**config.mk**
```make
export PLATFORM = sky130hd
export DESIGN_NAME = ftrd_queue
export DESIGN_NICKNAME = d
export VERILOG_FILES = /design/src/hw/rtl/ftrd_pkg.sv /design/src/hw/rtl/ftrd_queue.sv
export SDC_FILE = /design/constraint.sdc
export NUM_CORES = 1
export LEC_CHECK = 0
export BUFFER_PORTS_ARGS = -buffer_cell sky130_fd_sc_hd__buf_2
export CELL_PAD_IN_SITES_DETAIL_PLACEMENT = 1
export CELL_PAD_IN_SITES_GLOBAL_PLACEMENT = 1
export CORE_MARGIN = 2
export CORE_UTILIZATION = 40
export CTS_CLUSTER_SIZE = 8
export DETAILED_ROUTE_END_ITERATION = 8
export GPL_ROUTABILITY_DRIVEN = 0
export PLACE_DENSITY_LB_ADDON = 0.1
export SETUP_SLACK_MARGIN = 0.2
export SLEW_MARGIN = 20
export SYNTH_ARGS = -nofsm -noshare
export SYNTH_HDL_FRONTEND = slang
export SYNTH_SLANG_ARGS = --single-unit
```
**constraint.sdc**
```tcl
create_clock -name aclk -period 5.5 [get_ports aclk]
set_input_delay 1.65 -clock aclk [delete_from_list [all_inputs] [get_ports aclk]]
set_output_delay 1.65 -clock aclk [all_outputs]
set_load 0.02 [all_outputs]
```
**src/hw/rtl/ftrd_pkg.sv**
```systemverilog
`default_nettype none
// ----------------------------------------------------------------------------
// Flow table retransmit detector package
// Shared constants and types for the front, queue and back stages.
// ----------------------------------------------------------------------------
package ftrd_pkg;

    localparam int FLOW_ENTRIES = 256;
    localparam int IDX_W = $clog2(FLOW_ENTRIES);
    localparam int CNT_W = $clog2(FLOW_ENTRIES + 1);

    localparam logic [7:0] FLAG_FIN = 8'h01;
    localparam logic [7:0] FLAG_SYN = 8'h02;
    localparam logic [7:0] FLAG_RST = 8'h04;
    localparam logic [7:0] PROTO_TCP = 8'd6;
    localparam logic [7:0] PROTO_UDP = 8'd17;

    localparam logic [1:0] KIND_OTHER = 2'd0;
    localparam logic [1:0] KIND_TCP = 2'd1;
    localparam logic [1:0] KIND_UDP = 2'd2;

    typedef struct packed {
        logic [31:0] src_address;
        logic [31:0] dst_address;
        logic [15:0] source_port;
        logic [15:0] dst_port;
        logic [1:0]  kind;
        logic        syn_fin;
        logic        any_ctl;
        logic signed [16:0] payload;
        logic [31:0] seq_number;
    } ftrd_cmd_t;

endpackage
`default_nettype wire

```
**src/hw/rtl/ftrd_queue.sv**
```systemverilog
`default_nettype none
// ----------------------------------------------------------------------------
// Flow table command queue
// A two-entry queue between the front and back stages.
// ----------------------------------------------------------------------------
module ftrd_queue import ftrd_pkg::*; (
    input  wire logic      aclk,
    input  wire logic      aresetn,
    input  wire logic      in_valid,
    output logic           in_ready,
    input  wire ftrd_cmd_t in_cmd,
    output logic           out_valid,
    input  wire logic      out_ready,
    output ftrd_cmd_t      out_cmd
);

    ftrd_cmd_t slot_reg [2];
    logic      wr_ptr_reg;
    logic      rd_ptr_reg;
    logic [1:0] count_reg;
    logic      push;
    logic      pop;

    assign in_ready = count_reg != 2'd2;
    assign out_valid = count_reg != 2'd0;
    assign out_cmd = slot_reg[rd_ptr_reg];
    assign push = in_valid && in_ready;
    assign pop = out_valid && out_ready;

    always_ff @(posedge aclk) begin
        if (!aresetn) begin
            wr_ptr_reg <= 1'b0;
            rd_ptr_reg <= 1'b0;
            count_reg <= 2'd0;
        end else begin
            if (push) begin
                wr_ptr_reg <= !wr_ptr_reg;
            end
            if (pop) begin
                rd_ptr_reg <= !rd_ptr_reg;
            end
            count_reg <= count_reg + {1'b0, push} - {1'b0, pop};
        end
        if (push) begin
            slot_reg[wr_ptr_reg] <= in_cmd;
        end
    end

    assert property (@(posedge aclk) disable iff (!aresetn) count_reg != 2'd3)
        else $error("Queue count out of range.");
    assert property (@(posedge aclk) disable iff (!aresetn)
        count_reg == 2'd0 |-> !pop)
        else $error("Queue popped while empty.");
    assert property (@(posedge aclk) disable iff (!aresetn)
        (count_reg == 2'd1) |-> (wr_ptr_reg != rd_ptr_reg))
        else $error("Queue pointers disagree with count.");

endmodule
`default_nettype wire

```
==> flow_metrics.py <==
metrics = {
    "worst_hold_path": {
        "hold_path.class": "reg -> reg",
    },
    "detailed_routing": {
        "drt_pass1_iterations": 4,
        "drtIter0Drc": 222,
        "route.detailed.wl_per_inst_um": 19.8,
        "final_antenna_net_count": 0,
        "post-route-drc-count": 0,
        "finalWirelength_mm": 24.6,
        "dr_total_vias": 5774,
        "route.detailed.vias_per_inst": 4.67,
    },
    "die": {
        "die_area_um2": 30100,
        "placement_rows": 62,
        "die_h_um": 173,
        "design.portCount": 304,
        "design.core.area_um2": 28500,
        "die_width_um": 173,
        "start_util": 0.403,
    },
    "setup_path": {
        "critical_path_cell_with_the_highest_stage_delay": "dfxtp_4",
        "crit_fanout": 33,
        "timing.setup.critical_path_class": "reg -> out",
        "cp_num_buf_inv": 2,
        "crit_arrival_ns": 2.40,
        "required_ns": 3.85,
        "critical_path.max_stage_delay_ns": 0.66,
        "cp_top_family": "buffers and inverters",
        "critPathLaunchType": "flop",
        "type_of_destination_of_the_critical_path": "primary output",
        "cp_cell_sequence": "buf_4, mux2_2, buf_2",
    },
    "grt": {
        "grt.overflow.total": 0,
        "grt_start_max_net_pins": 89,
        "grt_pass1_wl_mm": 36.7,
        "grt_antenna_before_repair": 8,
        "grt_pass1_vias": 6367,
        "groute.usage.overall": 0.159,
    },
    "power_and_ir_drop": {
        "p_per_area_nw_per_um2": 461,
        "comb_power_frac": 0.226,
        "power.static_leakage_nw": 5.62,
        "power.internal_mw": 4.89,
        "max-vdd-ir-drop_mv": 0.251,
        "net-switching-power_mw": 1.83,
        "total_power_mw": 6.72,
        "switching_share": 0.273,
        "p_clk_frac": 0.342,
        "p_seq_frac": 0.432,
    },
    "placement": {
        "hpwlAfterDp_mm": 16.5,
        "post-place-ws_ns": 1.94,
        "place.port_buffers": 303,
        "post-place-cells": 1170,
    },
    "final_layout": {
        "final_cell_mix": "buf_2, edfxtp_1, mux2_4",
        "layout-drive-gt1-share": 0.603,
        "ff_latch_area_um2": 9050,
        "fillCellCount": 2687,
        "final_layout_net_count": 985,
        "layout-area-overhead-vs-synth_pct": 27.0,
        "multi_input_comb_area_um2": 2250,
        "final_common_cell": "buf_2",
        "final-instance-count-excl-fill": 1237,
        "largest_register_ffs": 298,
    },
    "clock_network": {
        "ctsRootBufferMaster": "clkbuf_16",
        "cts-resized-gates": 0,
        "htree_levels": 2,
        "tritoncts": "yes",
        "cts_post_setup_buffers_inserted": 0,
        "clkLatencyLatePin_ns": 0.52,
        "clock_edge_transition_at_the_registers_on_the_reported_setup_and_hold_paths_ns": 0.05,
        "worst_case_clock_buffer_depth": 3,
        "cts_buffers": 43,
        "cts.sinks": 303,
        "cts.hold.buffers_added": 0,
    },
    "yosys": {
        "synth.ff_latch_count": 303,
        "yosysWarningCount": 0,
        "yosys.area.top_type_share": 0.780,
        "ys_types": 25,
        "synth_sequential_area_ratio": 0.788,
        "synth_area_um2": 11500,
        "post_synth_main_area_contributors": "edfxtp_1, mux2_4, mux2_2, buf_6, dfxtp_1",
        "post_synth_inst_count": 494,
        "synthesis.nets": 648,
        "avgSynthCellArea_um2": 23.2,
        "synth_top_cell_by_area": "edfxtp_1",
    },
    "sta": {
        "timing.final.max_slew_violations": 0,
        "max_freq_mhz": 247,
        "setup_tns_ns": 0,
        "relative_max_transition_margin": 0.414,
        "final.setup_skew_ns": 0.0179,
        "worst-slew-pin-transition_ns": 0.879,
        "final_setup_slack_of_the_worst_path_ns": 1.45,
        "fin_crit_sh": 0.736,
        "finalHoldViolCount": 0,
        "finalSetupViolations": 0,
        "setup_repair_after_global_routing_missed_its_margin": "no",
        "finalCriticalPeriod_ns": 4.05,
    },
    "run_status": {
        "run_status": "finished clean",
    },
    "run": {
        "max_cap_violations": 0,
    },
}
==> area by class of cell <==
type	instances	area share
Clock buffer	58	0.0777
Sequential cell	303	0.621
Timing Repair Buffer	309	0.110
Antenna cell	6	0.00103
Clock inverter	3	0.00180
Inverter	2	0.000859
Tap cell	384	0.0330
Multi-Input combinational cell	172	0.155
==> worst paths after layout <==
check / slack, ns / end / cells after the start / from
setup reg to reg: 3.11 / slot_reg[0][26]$_DFFE_PP_ / 4 / count_reg[0]$_SDFF_PN0_
hold reg to reg: 0.50 / rd_ptr_reg$_SDFFE_PN0P_ / 2 / rd_ptr_reg$_SDFFE_PN0P_
setup / recovery: 1.45 / out_cmd[36] / 3 / flop
hold / removal: 0.50 / rd_ptr_reg$_SDFFE_PN0P_ / 2 / rd_ptr_reg$_SDFFE_PN0P_
==> power by group through the flow <==
stage	Sequential, mW	Clock (mW)	Combinational [mW]
after floorplan	2.92	0	1.14
after global placement	2.93	0	1.52
after detailed placement	2.95	0	1.54
after CTS	2.91	2.38	1.55
after global routing	2.92	2.46	1.61
final	2.90	2.30	1.52
==> through the flow <==
step | cell area, µm² | hold WS, ns | utilization
final | 14600 | 0.501 | 0.512
after global routing | 14600 | 0.532 | 0.512
after CTS | 14600 | 0.507 | 0.511
after detailed placement | 13400 | 0.495 | 0.471
after global placement | 13400 | 0.487 | 0.471
after floorplan | 11500 | 0.472 | -
==> cells in the mapped netlist <==
cell      number
and2_1         1
nor2b_1        1
mux2_2        39
nor4bb_1       1
nand3b_1       1
xor2_1         1
nor3_2         1
o21ba_2        1
edfxtp_1     298
nand3_1        1
buf_2          3
o31a_1         1
o21ai_0        2
dfxtp_1        5
nor4_1         1
ha_1           1
nand2b_1       1
mux2_4       110
or2_2          1
and3_1         2
inv_1          2
buf_6         14
nor2_1         4
a21oi_1        1
a21bo_2        1
==> per-layer routing <==
metal | track usage | up-vias | wire length, µm
met4 | 0.0501 | 4 | 455
met3 | 0.0592 | 41 | 2060
met5 | 0 | - | 21
li1 | - | 2657 | -
met1 | 0.179 | 2850 | 9390
met2 | 0.281 | 222 | 12600
==> logic make-up after synthesis <==
logic type | count (synthesis) | synth area share
compound gates | 6 | 0.00382
flops | 303 | 0.788
buf+inv | 19 | 0.0157
mux | 149 | 0.182
fa+ha+maj | 1 | 0.00109
xor+xnor | 1 | 0.000763
simple gates | 15 | 0.00796
==> worst register-to-register path, cell delays in order, from the launching register on <==
cell and delay, ns:
dfxtp_1 0.42, nand2b_1 0.22, nand3b_1 0.20, inv_6 0.64, buf_12 0.50
Note: power is estimated with default switching activity, not from simulation.
