[src/hw/rtl/ftrd_pkg.sv]
`default_nettype none
// ----------------------------------------------------------------------------
// Flow table retransmit detector package
// Shared constants and types for the front, queue and back stages.
// ----------------------------------------------------------------------------
package ftrd_pkg;

    localparam int FLOW_ENTRIES = 256;
    localparam int IDX_W = $clog2(FLOW_ENTRIES);
    localparam int CNT_W = $clog2(FLOW_ENTRIES + 1);

    localparam logic [7:0] FLAG_FIN = 8'h01;
    localparam logic [7:0] FLAG_SYN = 8'h02;
    localparam logic [7:0] FLAG_RST = 8'h04;
    localparam logic [7:0] PROTO_TCP = 8'd6;
    localparam logic [7:0] PROTO_UDP = 8'd17;

    localparam logic [1:0] KIND_OTHER = 2'd0;
    localparam logic [1:0] KIND_TCP = 2'd1;
    localparam logic [1:0] KIND_UDP = 2'd2;

    typedef struct packed {
        logic [31:0] src_address;
        logic [31:0] dst_address;
        logic [15:0] source_port;
        logic [15:0] dst_port;
        logic [1:0]  kind;
        logic        syn_fin;
        logic        any_ctl;
        logic signed [16:0] payload;
        logic [31:0] seq_number;
    } ftrd_cmd_t;

endpackage
`default_nettype wire

[src/hw/rtl/ftrd_front.sv]
`default_nettype none
// ----------------------------------------------------------------------------
// Flow table front stage
// Accepts headers, classifies the protocol and computes the TCP payload.
// ----------------------------------------------------------------------------
module ftrd_front import ftrd_pkg::*; (
    input  wire logic        aclk,
    input  wire logic        aresetn,
    input  wire logic        s_valid,
    output logic             s_ready,
    input  wire logic [31:0] s_src_address,
    input  wire logic [31:0] s_dst_address,
    input  wire logic [15:0] s_src_port,
    input  wire logic [15:0] s_dst_port,
    input  wire logic [7:0]  s_protocol,
    input  wire logic [15:0] s_ip_total_length,
    input  wire logic [3:0]  s_ip_header_words,
    input  wire logic [3:0]  s_tcp_header_words,
    input  wire logic [7:0]  s_tcp_flags,
    input  wire logic [31:0] s_seq_number,
    output logic             cmd_valid,
    input  wire logic        cmd_ready,
    output ftrd_cmd_t        cmd
);

    logic      valid_reg;
    ftrd_cmd_t cmd_reg;
    ftrd_cmd_t cmd_next;
    logic [6:0] hdr_bytes;

    assign s_ready = !valid_reg || cmd_ready;
    assign cmd_valid = valid_reg;
    assign cmd = cmd_reg;
    assign hdr_bytes = {({1'b0, s_ip_header_words} + {1'b0, s_tcp_header_words}), 2'b00};

    always_comb begin
        cmd_next.src_address = s_src_address;
        cmd_next.dst_address = s_dst_address;
        cmd_next.source_port = s_src_port;
        cmd_next.dst_port = s_dst_port;
        cmd_next.seq_number = s_seq_number;
        cmd_next.syn_fin = |(s_tcp_flags & (FLAG_SYN | FLAG_FIN));
        cmd_next.any_ctl = |(s_tcp_flags & (FLAG_SYN | FLAG_FIN | FLAG_RST));
        cmd_next.payload = '0;
        case (s_protocol)
            PROTO_TCP: begin
                cmd_next.kind = KIND_TCP;
                cmd_next.payload = $signed({1'b0, s_ip_total_length})
                    - $signed({10'd0, hdr_bytes});
            end
            PROTO_UDP: cmd_next.kind = KIND_UDP;
            default: cmd_next.kind = KIND_OTHER;
        endcase
    end

    always_ff @(posedge aclk) begin
        if (!aresetn) begin
            valid_reg <= 1'b0;
        end else if (s_ready) begin
            valid_reg <= s_valid;
        end
        if (s_valid && s_ready) begin
            cmd_reg <= cmd_next;
        end
    end

endmodule
`default_nettype wire

[config.mk]
export PLATFORM = sky130hd
export DESIGN_NAME = ftrd_front
export DESIGN_NICKNAME = d
export VERILOG_FILES = /design/src/hw/rtl/ftrd_pkg.sv /design/src/hw/rtl/ftrd_front.sv
export SDC_FILE = /design/constraint.sdc
export NUM_CORES = 1
export LEC_CHECK = 0
export BUFFER_PORTS_ARGS = -buffer_cell sky130_fd_sc_hd__buf_2
export CORE_AREA = 2 2 124 126
export CTS_CLUSTER_DIAMETER = 30
export DETAILED_ROUTE_END_ITERATION = 10
export DIE_AREA = 0 0 126 128
export GPL_ROUTABILITY_DRIVEN = 1
export GPL_TIMING_DRIVEN = 0
export PLACE_DENSITY = 0.79
export SLEW_MARGIN = 5
export SYNTH_ARGS = -nofsm -noshare
export SYNTH_HDL_FRONTEND = slang
export SYNTH_SLANG_ARGS = --single-unit
export TNS_END_PERCENT = 30
[constraint.sdc]
create_clock -name aclk -period 6.35 [get_ports aclk]
set_input_delay 1.27 -clock aclk [delete_from_list [all_inputs] [get_ports aclk]]
set_output_delay 1.27 -clock aclk [all_outputs]
set_load 0.02 [all_outputs]
==> results.py <==
metrics = {
    "timing": {
        "final-setup-viol-count": 0,
        "worst_path_setup_slack_after_routing_ps": 2698,
        "unrepaired_setup_endpoints_after_global_routing": "no",
        "timing.final.crit_share": 0.5750,
        "worst-slew-pin-transition_ps": 713.1,
        "max_slew_margin": 0.5246,
        "finalWorstPathRequiredPeriod_ps": 3652,
        "max_clock_freq_mhz": 273.9,
        "final_setup_tns_ps": 0,
        "finalHoldViolCount": 0,
        "timing.hold.ws_ps": 586.0,
        "skew_ps": 10.98,
        "finalMaxSlewViolations": 0,
    },
    "floorplan": {
        "floorplan.die_area_um2": 16130,
        "floorplan.io_pins": 323,
        "die_outline_height_um": 128,
        "number_of_cell_rows": 45,
        "placeableCoreArea_um2": 14860,
        "die_w_um": 126,
        "effective_utilization_at_floorplan": 0.3498,
    },
    "finish": {
        "drive_gt1_frac": 0.6091,
        "layout.nets": 766,
        "most_common_cell_after_layout_fill_and_taps_aside": "sky130_fd_sc_hd__buf_2",
        "final_design_area_no_fill_um2": 7691,
        "area_growth_pct": 47.91,
        "largest_register_ffs": 149,
        "most-common-layout-cells": "sky130_fd_sc_hd__buf_2, sky130_fd_sc_hd__edfxtp_1, sky130_fd_sc_hd__clkbuf_16, sky130_fd_sc_hd__nor2_1, sky130_fd_sc_hd__ha_1",
    },
    "clock_tree": {
        "cts.hold.buffers_added": 0,
        "buffer_cell_driving_the_clock_tree_root": "sky130_fd_sc_hd__clkbuf_16",
        "post_cts.repair.setup_buffers": 0,
        "numCtsBuffers": 17,
        "clk_sink_count": 150,
        "htreeDepth": 4,
        "cts_buffer_depth": 2,
        "clk_transition_reported_paths_ps": 70,
        "post_cts_resize_count": 0,
        "worstSkewPairLatency_ps": 410,
        "cts_tree": "yes",
    },
    "grt": {
        "first_pass_grt_wire_length_mm": 19.43,
        "grt.total_usage": 0.1617,
        "number_of_global_route_vias_before_repair": 3594,
        "grt_start_max_net_pins": 54,
        "antenna_found_initial": 3,
        "grt-ovfl-total": 0,
    },
    "placement": {
        "post-place-ws_ps": 2296,
        "gp_congestion": 0.8206,
        "numPortBuffers": 317,
        "detailed_place.area_um2": 7072,
        "place.detailed.hpwl_mm": 10.54,
    },
    "setup_path": {
        "critical_path.cell_chain": "buf_2, ha_1, fa_1, inv_1, fa_1, a211oi_1, o21ai_1, o31a_1, o21a_1",
        "critical_path.max_fanout": 4,
        "reg2regPathDepth": 3,
        "worstPathRequired_ps": 6520,
        "total_buffers_and_inverters_traversed_by_the_critical_path": 2,
        "critPathMostFrequentCell": "sky130_fd_sc_hd__fa_1",
        "cp-start-kind": "primary input",
        "r2r_setup_slack_ps": 4570,
        "path_depth": 9,
        "worst_setup_path_end_kind": "register",
        "crit_family": "compound AO/OA/AOI/OAI gates",
        "worstPathArrival_ps": 3830,
        "critical_path.slowest_cell": "sky130_fd_sc_hd__a211oi_1",
        "r2r-start": "cmd_valid$_SDFFE_PN0N_",
        "rr_endpoint": "cmd[125]$_DFFE_PP_",
        "crit_path_max_incr_delay_ps": 490,
        "worstSetupPathType": "primary input to register",
    },
    "drt": {
        "wire_per_inst_um": 17.07,
        "routed-via-count": 3660,
        "wl_mm": 13.44,
        "first_pass_iters": 4,
        "ant_nets": 0,
        "remaining_drc_errors": 0,
        "initialDrtViolationCount": 152,
        "via_per_inst": 4.651,
    },
    "synth": {
        "post_synth_num_cell_types": 40,
        "synth_top_family_by_area": "simple AND/OR/NAND/NOR gates",
        "yosys-mux-area-fraction": 0.001925,
        "synth_fa_ha_area_frac": 0.02936,
        "post_synthesis_instance_total": 245,
        "synth-main-ff-cell": "sky130_fd_sc_hd__edfxtp_1",
        "post_synth_xor_area_fraction": 0.01011,
        "synth_seq_cells": 150,
        "asyncSetResetFlopFracSynth": 0,
        "total_number_of_yosys_warnings": 0,
        "synth_compound_area_frac": 0.03489,
        "synth_enable_flop_cells": 149,
        "synth.avg_cell_area_um2": 21.22,
        "mappedNetlistArea_um2": 5200,
        "net_count_after_synthesis": 428,
        "ys_seq_area_frac": 0.8643,
        "synthSimpleGateAreaFrac": 0.05342,
    },
    "hold_path": {
        "hp-class": "register to register",
        "hold_end": "cmd_valid$_SDFFE_PN0N_",
        "worst_hold_startpoint": "cmd_valid$_SDFFE_PN0N_",
        "worst_hold_stages": 2,
    },
    "pwr": {
        "power.density_nw_per_um2": 317.6,
        "power_mw": 2.443,
        "ir_drop_mv": 0.1556,
        "cellLeakagePower_nw": 3.293,
    },
    "job": {
        "max-cap-violations": 0,
    },
    "outcome": {
        "status": "complete, no violations",
    },
}
power by group:
part / switching [mW] / leakage [nW] / internal, mW
clock network: 0.437 / 0.288 / 0.564
logic: 0.171 / 1.55 / 0.101
registers: 0.0144 / 1.45 / 1.16
worst max path at each step:
stage / end / from / slack (ps)
final: cmd[44]$_SDFFCE_PP0P_ / s_ip_header_words[0] / 2700
after global routing: cmd[44]$_SDFFCE_PP0P_ / s_ip_header_words[0] / 2590
after CTS: cmd[44]$_SDFFCE_PP0P_ / s_ip_header_words[0] / 2750
after detailed placement: cmd[44]$_SDFFCE_PP0P_ / s_ip_header_words[0] / 2300
after global placement: cmd[27]$_DFFE_PP_ / cmd_ready / -130
after floorplan: cmd[0]$_DFFE_PP_ / cmd_ready / 850
cell usage after synthesis, types with 2 or more instances:
cell | number | area (µm²)
sky130_fd_sc_hd__edfxtp_1 | 149 | 4474
sky130_fd_sc_hd__ha_1 | 9 | 112.6
sky130_fd_sc_hd__nor2_1 | 9 | 33.78
sky130_fd_sc_hd__a21oi_1 | 6 | 30.03
sky130_fd_sc_hd__nand2_1 | 5 | 18.77
sky130_fd_sc_hd__inv_1 | 4 | 15.01
sky130_fd_sc_hd__nor4_1 | 4 | 25.02
sky130_fd_sc_hd__xor2_1 | 4 | 35.03
sky130_fd_sc_hd__a21o_1 | 3 | 22.52
sky130_fd_sc_hd__and2_2 | 3 | 22.52
sky130_fd_sc_hd__nor3_1 | 3 | 15.01
sky130_fd_sc_hd__o21a_1 | 3 | 22.52
sky130_fd_sc_hd__or3_1 | 3 | 18.77
sky130_fd_sc_hd__a211oi_1 | 2 | 15.01
sky130_fd_sc_hd__and2_1 | 2 | 12.51
sky130_fd_sc_hd__fa_1 | 2 | 40.04
sky130_fd_sc_hd__nand2b_1 | 2 | 12.51
sky130_fd_sc_hd__nand3_1 | 2 | 10.01
sky130_fd_sc_hd__nand4b_1 | 2 | 17.52
sky130_fd_sc_hd__nor3_2 | 2 | 20.02
sky130_fd_sc_hd__o21ai_0 | 2 | 10.01
sky130_fd_sc_hd__o31ai_1 | 2 | 15.01
sky130_fd_sc_hd__o41ai_1 | 2 | 17.52
sky130_fd_sc_hd__or4_1 | 2 | 15.01
sky130_fd_sc_hd__or4_4 | 2 | 22.52
sky130_fd_sc_hd__xnor2_1 | 2 | 17.52
layer usage:
| metal | vias up | global-route usage | routed length [µm] |
|---|---|---|---|
| li1 | 1670 | - | - |
| met1 | 1755 | 0.1920 | 4993 |
| met2 | 207 | 0.2679 | 6983 |
| met3 | 28 | 0.05050 | 1144 |
| met4 | 0 | 0.08016 | 314 |
| met5 | - | 0 | 0 |
kinds of logic (layout without fill, tap and decap cells):
kind of cell	after synthesis	count (layout)
buf+inv	6	357
mux	1	1
other cells	0	3
compound gates	26	26
flops	150	150
simple gates	45	45
xor+xnor	6	6
fa+ha+maj	11	11
layout make-up:
cell class                      instances  area [µm²]
Inverter                                5       20.02
Timing Repair Buffer                  319        1634
Clock buffer                           17       425.4
Multi-Input combinational cell         89       676.9
Sequential cell                       150        4494
Antenna cell                            3       7.507
Fill cell                            1237        7173
Clock inverter                         15       186.4
Tap cell                              188       235.2
Buffer                                  1       11.26
tightest hold or removal path, delay by kind of cell (launching register included):
family	cells	cell delay, ps
AO/OA/AOI/OAI	1	100
flip-flops	1	310
AND/OR/NAND/NOR	1	130
per-stage QoR:
stage | util | std cells
finish | 0.5174 | 787
global placement | 0.4724 | 750
detailed placement | 0.4758 | 752
floorplan | - | 245
global route | 0.5174 | 787
CTS | 0.5169 | 784
Note: power is estimated with default switching activity, not from simulation.
